File: src/sv/atma_pkg.sv
package atma_pkg;

	// Field widths fixed by the sample format and the largest block.
	localparam int unsigned SAMPLE_W = 12;
	localparam int unsigned SUM_W    = 18;
	localparam int unsigned CHAN_W   = 3;

	// Defaults for the top-level parameters.
	localparam int unsigned CHANNELS_DEF      = 2;
	localparam int unsigned BLOCK_SAMPLES_DEF = 16;

	localparam logic [SAMPLE_W-1:0] MIN_RESET       = 12'hFFF;
	localparam logic [SAMPLE_W-1:0] MAX_RESET       = 12'h000;
	localparam logic [SAMPLE_W-1:0] THRESHOLD_RESET = 12'h100;

	// One accumulator entry: running sum, minimum and maximum of a channel.
	typedef struct packed {
		logic [SUM_W-1:0]    sum;
		logic [SAMPLE_W-1:0] min;
		logic [SAMPLE_W-1:0] max;
	} acc_t;

	localparam acc_t ACC_CLEAR = '{sum: '0, min: MIN_RESET, max: MAX_RESET};

endpackage

File: src/sv/atma_acc.sv
module atma_acc #(
	parameter int unsigned CHANNELS = atma_pkg::CHANNELS_DEF,
	localparam int unsigned ADDR_W  = $clog2(CHANNELS) + 1
) (
	input  logic                          clk,
	input  logic                          arst_n,
	input  logic                          upd_vld,
	input  logic [ADDR_W-1:0]             upd_addr,
	input  logic                          upd_first,
	input  logic [atma_pkg::SAMPLE_W-1:0] upd_sample,
	input  logic                          rd_en,
	input  logic [ADDR_W-1:0]             rd_addr,
	output atma_pkg::acc_t                rd_data
);

	localparam int unsigned DEPTH = 2 ** ADDR_W;

	atma_pkg::acc_t mem [DEPTH];

	logic                          vld_s1;
	logic [ADDR_W-1:0]             addr_s1;
	logic                          first_s1;
	logic [atma_pkg::SAMPLE_W-1:0] sample_s1;
	atma_pkg::acc_t                ent_s1;
	atma_pkg::acc_t                base;
	atma_pkg::acc_t                nxt;
	atma_pkg::acc_t                rd_data_q;

	always_ff @(posedge clk or negedge arst_n) begin
		if (!arst_n) begin
			vld_s1 <= 1'b0;
		end else begin
			vld_s1 <= upd_vld;
		end
	end

	// Port A: accumulate read; the write-back happens in the following cycle.
	always_ff @(posedge clk) begin
		if (upd_vld) begin
			ent_s1    <= mem[upd_addr];
			addr_s1   <= upd_addr;
			first_s1  <= upd_first;
			sample_s1 <= upd_sample;
		end
		if (vld_s1) begin
			mem[addr_s1] <= nxt;
		end
		if (rd_en) begin
			rd_data_q <= mem[rd_addr];
		end
	end

	// The first sample of a channel in a block starts from the cleared entry,
	// so the stored value of the previous use of this bank is ignored.
	always_comb begin
		base     = first_s1 ? atma_pkg::ACC_CLEAR : ent_s1;
		nxt.sum  = base.sum + atma_pkg::SUM_W'(sample_s1);
		nxt.min  = (sample_s1 < base.min) ? sample_s1 : base.min;
		nxt.max  = (sample_s1 > base.max) ? sample_s1 : base.max;
	end

	assign rd_data = rd_data_q;

	a_no_back_to_back_same_entry: assert property (@(posedge clk) disable iff (!arst_n)
		upd_vld && vld_s1 |-> upd_addr != addr_s1)
		else $error("accumulate read overlaps pending write of same entry");

	a_readout_other_entry: assert property (@(posedge clk) disable iff (!arst_n)
		rd_en && vld_s1 |-> rd_addr != addr_s1)
		else $error("readout hits entry that is being written");

	a_entry_ordered: assert property (@(posedge clk) disable iff (!arst_n)
		vld_s1 && !first_s1 |-> ent_s1.min <= ent_s1.max)
		else $error("accumulated entry has minimum above maximum");

endmodule

File: src/sv/atma_trim_div.sv
module atma_trim_div #(
	parameter int unsigned CHANNELS      = atma_pkg::CHANNELS_DEF,
	parameter int unsigned BLOCK_SAMPLES = atma_pkg::BLOCK_SAMPLES_DEF,
	localparam int unsigned CH_W         = $clog2(CHANNELS)
) (
	input  logic                          clk,
	input  logic                          arst_n,
	input  logic                          in_vld,
	input  logic [CH_W-1:0]               in_chan,
	input  atma_pkg::acc_t                in_entry,
	output logic                          out_vld,
	output logic [CH_W-1:0]               out_chan,
	output logic [atma_pkg::SAMPLE_W-1:0] out_avg
);

	localparam int unsigned SUM_W   = atma_pkg::SUM_W;
	localparam int unsigned DIV     = BLOCK_SAMPLES - 2;
	localparam int unsigned DIV_W   = $clog2(DIV + 1);
	localparam int unsigned SHIFT   = SUM_W;
	localparam int unsigned RECIP_W = SHIFT + 1;
	localparam int unsigned PROD_W  = SUM_W + RECIP_W;
	localparam int unsigned BACK_W  = SUM_W + DIV_W;
	localparam logic [RECIP_W-1:0] RECIP = RECIP_W'((64'd1 << SHIFT) / DIV);
	localparam logic [DIV_W-1:0]   DIV_V = DIV_W'(DIV);

	logic [atma_pkg::SAMPLE_W:0] trim;
	logic [SUM_W-1:0]            trim_x;
	logic [SUM_W-1:0]            rest;
	logic [PROD_W-1:0]           prod;
	logic [BACK_W-1:0]           back;
	logic [SUM_W-1:0]            rem;
	logic [SUM_W-1:0]            quo;

	logic                          vld_s1, vld_s2, vld_s3;
	logic [CH_W-1:0]               chan_s1, chan_s2, chan_s3;
	logic [SUM_W-1:0]              rest_s1, rest_s2;
	logic [SUM_W-1:0]              q0_s2;
	logic [atma_pkg::SAMPLE_W-1:0] avg_s3;

	// Stage 1: drop the minimum and the maximum from the sum.
	assign trim   = {1'b0, in_entry.min} + {1'b0, in_entry.max};
	assign trim_x = SUM_W'(trim);
	assign rest   = (in_entry.sum >= trim_x) ? (in_entry.sum - trim_x) : '0;

	// Stage 2: quotient estimate by reciprocal; it is exact or one low.
	assign prod = PROD_W'(rest_s1) * PROD_W'(RECIP);

	// Stage 3: one compare and add fixes the low estimate.
	assign back = BACK_W'(q0_s2) * BACK_W'(DIV_V);
	assign rem  = rest_s2 - back[SUM_W-1:0];
	assign quo  = q0_s2 + SUM_W'(rem >= SUM_W'(DIV_V));

	always_ff @(posedge clk or negedge arst_n) begin
		if (!arst_n) begin
			vld_s1 <= 1'b0;
			vld_s2 <= 1'b0;
			vld_s3 <= 1'b0;
		end else begin
			vld_s1 <= in_vld;
			vld_s2 <= vld_s1;
			vld_s3 <= vld_s2;
		end
	end

	always_ff @(posedge clk) begin
		chan_s1 <= in_chan;
		rest_s1 <= rest;
		chan_s2 <= chan_s1;
		rest_s2 <= rest_s1;
		q0_s2   <= prod[SHIFT +: SUM_W];
		chan_s3 <= chan_s2;
		avg_s3  <= quo[atma_pkg::SAMPLE_W-1:0];
	end

	assign out_vld  = vld_s3;
	assign out_chan = chan_s3;
	assign out_avg  = avg_s3;

endmodule

File: src/sv/adc_trimmed_mean_averager_top.sv
// A sample is added into its channel's accumulator in the cycle after its beat is accepted.
// After the last sample of a block, the sequencer waits, reads the bank through the divider
// and drains it; then the CHANNELS results leave one per cycle unless the output stalls.
// Throughput: one sample per cycle; the last sample of a block is held off while the results
// of the previous block are still in readout.
// Reset: arst_n clears control state and sets the threshold to 256; the memory is not cleared.
module adc_trimmed_mean_averager_top #(
	parameter int unsigned CHANNELS      = atma_pkg::CHANNELS_DEF,
	parameter int unsigned BLOCK_SAMPLES = atma_pkg::BLOCK_SAMPLES_DEF
) (
	input  logic                          clk,
	input  logic                          arst_n,
	input  logic                          cfg_we,
	input  logic [atma_pkg::SAMPLE_W-1:0] cfg_wdata,
	input  logic                          in_valid,
	output logic                          in_stall,
	input  logic [atma_pkg::SAMPLE_W-1:0] sample,
	output logic                          out_valid,
	input  logic                          out_stall,
	output logic [atma_pkg::CHAN_W-1:0]   channel,
	output logic [atma_pkg::SAMPLE_W-1:0] average,
	output logic                          limit_switch,
	output logic                          last
);

	localparam int unsigned CH_W   = $clog2(CHANNELS);
	localparam int unsigned BLK_W  = $clog2(BLOCK_SAMPLES);
	localparam int unsigned ADDR_W = CH_W + 1;
	localparam logic [CH_W-1:0]  CH_LAST  = CH_W'(CHANNELS - 1);
	localparam logic [BLK_W-1:0] BLK_LAST = BLK_W'(BLOCK_SAMPLES - 1);
	localparam logic [CH_W-1:0]  CH_FLAG  = CH_W'(1);

	// Readout sequencer. IDLE while no finished bank awaits readout; the rest walk the
	// finished bank through the divider and hand the results to the output.
	typedef enum logic [4:0] {
		ST_IDLE  = 5'b00001,
		ST_WAIT  = 5'b00010,
		ST_READ  = 5'b00100,
		ST_DRAIN = 5'b01000,
		ST_EMIT  = 5'b10000
	} state_t;

	state_t                        state_q;
	logic [atma_pkg::SAMPLE_W-1:0] thr_q;

	// Position within the block: channel of the next sample and how many
	// samples that channel has already seen in this block.
	logic [CH_W-1:0]  chan_q;
	logic [BLK_W-1:0] blk_q;

	// The memory holds two banks of accumulators. Samples go into bank_q
	// while the bank of the block just finished, rbank_q, is read out.
	logic bank_q;
	logic rbank_q;

	logic [CH_W-1:0]               rd_idx_q;
	logic                          rd_vld_q;
	logic [CH_W-1:0]               rd_chan_q;
	logic [CH_W-1:0]               emit_idx_q;
	logic [atma_pkg::SAMPLE_W-1:0] res_q [CHANNELS];

	logic                          out_valid_q;
	logic [atma_pkg::CHAN_W-1:0]   channel_q;
	logic [atma_pkg::SAMPLE_W-1:0] average_q;
	logic                          limit_switch_q;
	logic                          last_q;

	logic                          last_beat;
	logic                          busy;
	logic                          acc_go;
	logic                          rd_en;
	logic [ADDR_W-1:0]             rd_addr;
	logic [ADDR_W-1:0]             upd_addr;
	atma_pkg::acc_t                rd_data;
	logic                          div_vld;
	logic [CH_W-1:0]               div_chan;
	logic [atma_pkg::SAMPLE_W-1:0] div_avg;
	logic                          out_load;
	logic                          flag;

	// A new block may start accumulating into the other bank at once. Only
	// the last sample of a block waits, so at most one finished block is in
	// readout and its bank is never the one being written.
	assign last_beat = (chan_q == CH_LAST) && (blk_q == BLK_LAST);
	assign busy      = (state_q != ST_IDLE);
	assign in_stall  = busy && last_beat;
	assign acc_go    = in_valid && !in_stall;
	assign upd_addr  = {bank_q, chan_q};

	assign rd_en   = (state_q == ST_READ);
	assign rd_addr = {rbank_q, rd_idx_q};

	// The output register frees its slot when its beat is taken, so the next
	// result loads in the same cycle.
	assign out_load = (state_q == ST_EMIT) && (!out_valid_q || !out_stall);
	assign flag     = (res_q[CH_FLAG] >= thr_q);

	atma_acc #(
		.CHANNELS (CHANNELS)
	) u_acc (
		.clk        (clk),
		.arst_n     (arst_n),
		.upd_vld    (acc_go),
		.upd_addr   (upd_addr),
		.upd_first  (blk_q == '0),
		.upd_sample (sample),
		.rd_en      (rd_en),
		.rd_addr    (rd_addr),
		.rd_data    (rd_data)
	);

	atma_trim_div #(
		.CHANNELS      (CHANNELS),
		.BLOCK_SAMPLES (BLOCK_SAMPLES)
	) u_div (
		.clk      (clk),
		.arst_n   (arst_n),
		.in_vld   (rd_vld_q),
		.in_chan  (rd_chan_q),
		.in_entry (rd_data),
		.out_vld  (div_vld),
		.out_chan (div_chan),
		.out_avg  (div_avg)
	);

	always_ff @(posedge clk or negedge arst_n) begin
		if (!arst_n) begin
			state_q     <= ST_IDLE;
			thr_q       <= atma_pkg::THRESHOLD_RESET;
			chan_q      <= '0;
			blk_q       <= '0;
			bank_q      <= 1'b0;
			rbank_q     <= 1'b0;
			rd_idx_q    <= '0;
			rd_vld_q    <= 1'b0;
			emit_idx_q  <= '0;
			out_valid_q <= 1'b0;
		end else begin
			if (cfg_we) begin
				thr_q <= cfg_wdata;
			end

			if (acc_go) begin
				if (chan_q == CH_LAST) begin
					chan_q <= '0;
					if (blk_q == BLK_LAST) begin
						blk_q   <= '0;
						bank_q  <= ~bank_q;
						rbank_q <= bank_q;
					end else begin
						blk_q <= blk_q + 1'b1;
					end
				end else begin
					chan_q <= chan_q + 1'b1;
				end
			end

			rd_vld_q <= rd_en;

			case (state_q)
				ST_IDLE: begin
					if (acc_go && last_beat) begin
						state_q <= ST_WAIT;
					end
				end
				// The WAIT state lets the write-back of the block's last sample land
				// before its entry is read.
				ST_WAIT: begin
					state_q  <= ST_READ;
					rd_idx_q <= '0;
				end
				ST_READ: begin
					if (rd_idx_q == CH_LAST) begin
						state_q <= ST_DRAIN;
					end else begin
						rd_idx_q <= rd_idx_q + 1'b1;
					end
				end
				ST_DRAIN: begin
					if (div_vld && (div_chan == CH_LAST)) begin
						state_q    <= ST_EMIT;
						emit_idx_q <= '0;
					end
				end
				ST_EMIT: begin
					if (out_load) begin
						if (emit_idx_q == CH_LAST) begin
							state_q <= ST_IDLE;
						end else begin
							emit_idx_q <= emit_idx_q + 1'b1;
						end
					end
				end
				default: begin
					state_q <= ST_IDLE;
				end
			endcase

			if (out_load) begin
				out_valid_q <= 1'b1;
			end else if (!out_stall) begin
				out_valid_q <= 1'b0;
			end
		end
	end

	always_ff @(posedge clk) begin
		rd_chan_q <= rd_idx_q;
		if (div_vld) begin
			res_q[div_chan] <= div_avg;
		end
		if (out_load) begin
			channel_q      <= atma_pkg::CHAN_W'(emit_idx_q);
			average_q      <= res_q[emit_idx_q];
			limit_switch_q <= flag;
			last_q         <= (emit_idx_q == CH_LAST);
		end
	end

	assign out_valid    = out_valid_q;
	assign channel      = channel_q;
	assign average      = average_q;
	assign limit_switch = limit_switch_q;
	assign last         = last_q;

endmodule
File: config.mk
export PLATFORM = sky130hd
export DESIGN_NAME = adc_trimmed_mean_averager_top
export DESIGN_NICKNAME = d
export VERILOG_FILES = /design/src/sv/atma_pkg.sv /design/src/sv/atma_acc.sv /design/src/sv/atma_trim_div.sv /design/src/sv/adc_trimmed_mean_averager_top.sv
export SDC_FILE = /design/constraint.sdc
export NUM_CORES = 1
export LEC_CHECK = 0
export ABC_AREA = 1
export BUFFER_PORTS_ARGS = -buffer_cell sky130_fd_sc_hd__buf_2
export CAP_MARGIN = 20
export CORE_MARGIN = 2
export CORE_UTILIZATION = 35
export CTS_BUF_LIST = sky130_fd_sc_hd__clkbuf_8
export DETAILED_ROUTE_END_ITERATION = 10
export PLACE_DENSITY = 0.47
export SLEW_MARGIN = 20
export SYNTH_ARGS = -nofsm -noshare
export SYNTH_HDL_FRONTEND = slang
export SYNTH_SLANG_ARGS = --single-unit
File: constraint.sdc
create_clock -name clk -period 7.7 [get_ports clk]
set_clock_uncertainty 0.2 [all_clocks]
set_input_delay 1.155 -clock clk [delete_from_list [all_inputs] [get_ports clk]]
set_output_delay 1.155 -clock clk [all_outputs]
set_load 0.02 [all_outputs]
==> results.ini <==
[outcome]
status=finished clean

[critical_path]
path_class=reg -> reg
startpoint_type=flop
cp_slowest_cell=dfxtp_1
path_cells=fa_1 -> ha_1 -> fa_1 -> nand3_1 -> nand2_1 -> nand2_1 -> nand2_1 -> a31oi_1 -> xor2_1 -> ha_1 -> inv_1 -> o21bai_1 -> a31oi_1 -> nand2_2 -> nand2_1 -> nand2_1 -> xor2_1 -> nor2_1 -> nand3_1 -> ha_1 -> ha_1 -> nand3_1 -> nor2_1 -> xor2_1
cp.required_ns=8.01
cp_max_fo=6
setup.worst_path.end_class=flop
path_common_cell=nand2_1
crit_family=adder cells
critPathBufInv=1
cp.arrival_ns=5.04
max_stage_delay_ns=0.51

[logic_synthesis]
synth_commonest_cells=nor2_1 (306), edfxtp_1 (305), nand2_1 (291), inv_1 (255), o21ai_0 (225)
yosysMostFrequentCell=nor2_1
synth.distinct_cells=52
synth_warnings=0
synth_area_per_cell_um2=9.85
syn-instance-count=2286
synth_top_area_share_pct=40.7
syn_area_um2=22500
synth_top_cell_by_area=edfxtp_1
ys.flop_type=edfxtp_1
async_flop_share_pct=7.94
synth_edf_count=305
synth-seq-area-share_pct=50.1
netlist_top_cells_area=edfxtp_1 (41%), ha_1 (11%), dfxtp_1 (5.9%)
ys_seq_elements=403

[power_and_ir_drop]
total_power_mw=11.5
leakagePower_nw=10.7
powerDensity_nw_per_um2=460
ir_drop_uv=357

[clock_network]
hold_buffers=0
cts.sinks=403
post-cts-setup-buffer-count=0
postCtsResizedCells=0
cts.htree.levels=3
cts_buffer_depth=3
cts_tree=yes
clk_pin_slew_ns=0.06
root_buffer=clkbuf_8
clk_latency_ns=0.66
cts_inserted_buffers=71

[final_layout]
multi_input_area_um2=10000
n_fill_cell=6243
area_growth_pct=10.9
final_cell_count_no_fill=3253
drive_gt1_share_pct=8.24
final_net_count=2631
regArea_um2=11300
post-route-cell-area_um2=25000
post-route-util_pct=39.5

[job]
drv_cap=0

[sta]
finalHoldViolCount=0
max_freq_mhz=212
tightest_slew_ns=1.09
setup_ws_ns=2.97
period_minus_slack_ns=4.73
final-setup-viol-count=0
slew_headroom_pct=27.0
rsz0062_at_grt=false
period_share_pct=61.4
hold_ws_ns=0.127
drv_slew=0
fin_setup_tns_ns=0

[floorplan]
dieArea_um2=66400
die_h_um=258
core.rowCount=92
die_x_um=258
core_um2=63300
num_io_pins=48
start_util_pct=35.6

[place]
dp_slack_ns=2.87
portBuffers=45
dpl-instance-area_um2=23700
gp_congestion=0.914
place_inst=3126
dp_hpwl_um=40800

[drt]
vias_per_cell=5.04
drtIter0Drc=1173
met2WireLength_um=28800
wl_um=60200
vias=16403
met1_length_um=26600
highest_layer=met4
route.detailed.drc=0
ant_nets=0
first_pass_iters=5
routedWlPerCell_um=18.5
wl_met3_um=3090

[global_routing]
antenna_found_initial=3
grt_max_degree=88
grt_pass1_vias=16743
track_usage_pct=18.3
grt_pass1_wl_um=94500
gr-total-overflow=0

[worst_hold_path]
min_path_type=reg -> reg

[power by group]
group	leakage [nW]	internal [mW]	switching [mW]	total (mW)
clock	0.751	0.962	0.897	1.86
sequential	3.77	2.96	0.260	3.22
combinational	6.18	2.25	4.15	6.41
[per-layer routing]
layer	track usage (%)	vias to the layer above
met5	0	-
li1	-	7988
met2	31.0	463
met4	6.29	0
met3	3.22	106
met1	23.5	7846
[cell type report]
| cell class | count | share of cell area (%) |
|---|---|---|
| sequential | 403 | 45.2 |
| multi-input combinational | 1553 | 40.0 |
| tap | 846 | 4.24 |
| clock inverter | 50 | 1.13 |
| inverter | 262 | 3.94 |
| timing repair buffer | 62 | 1.41 |
| clock buffer | 74 | 4.08 |
| antenna | 3 | 0.0300 |
[state kept, by name (all words and copies together) (netlist names), 2 cells and up]
signal	cells
u_acc.rd_data	42
u_div.out_avg	12
state_q	5
u_acc.addr_s1	2
blk_q	4
thr_q	12
u_acc.sample_s1	12
u_div.rest_s1	18
u_div.rest_s2	17
u_acc.mem	168
res_q	24
u_div.q0_s2	15
u_acc.ent_s1	42
average	12
[worst reg2reg max path, cell delays in order, from the launching register on]
cell      delay [ns]
dfxtp_1         0.51
fa_1            0.48
ha_1            0.22
fa_1            0.41
nand3_1         0.10
nand2_1         0.09
nand2_1         0.07
nand2_1         0.10
a31oi_1         0.19
xor2_1          0.17
ha_1            0.28
inv_1           0.13
o21bai_1        0.09
a31oi_1         0.23
nand2_2         0.11
nand2_1         0.07
nand2_1         0.05
xor2_1          0.14
nor2_1          0.14
nand3_1         0.14
ha_1            0.24
ha_1            0.20
nand3_1         0.08
nor2_1          0.05
xor2_1          0.13
[worst paths after layout]
kind,start,endpoint,slack [ns],cells past startpoint
worst max-delay path,u_div.q0_s2[2]$_DFF_P_,u_div.out_avg[10]$_DFF_P_,2.97,24
worst min-delay path,u_div.chan_s2$_DFF_P_,u_div.out_chan$_DFF_P_,0.13,0
worst max register to register,u_div.q0_s2[2]$_DFF_P_,u_div.out_avg[10]$_DFF_P_,2.97,24
worst min register to register,u_div.chan_s2$_DFF_P_,u_div.out_chan$_DFF_P_,0.13,0
max in group asynchronous,arst_n,rd_idx_q$_DFFE_PN0P_,6.38,1
min in group asynchronous,arst_n,blk_q[0]$_DFFE_PN0P_,0.38,1
[cell usage in the layout (no fill, tap or decap), drive strengths merged, types with 30 or more instances in the layout]
cell,synthesis,layout
a21oi,122,122
buf,15,62
clkbuf,54,74
dfrtp,30,30
dfxtp,66,66
edfxtp,305,305
fa,54,54
ha,195,195
inv,262,291
nand2,300,300
nand3,68,68
nor2,311,311
o21ai,243,243
o22ai,84,84
xor2,49,49
[kinds of logic (layout without fill, tap and decap cells)]
kind of cell	count (synthesis)	count (layout)	share of synthesized area [%]
simple gates	727	727	13.3
compound gates	497	497	12.2
flops	403	403	50.1
buf+inv	331	448	5.66
fa+ha+maj	249	249	15.6
xor+xnor	77	77	2.99
other cells	1	5	0.0166
mux	1	1	0.0500
No activity file was read; power rests on OpenSTA's default activity.
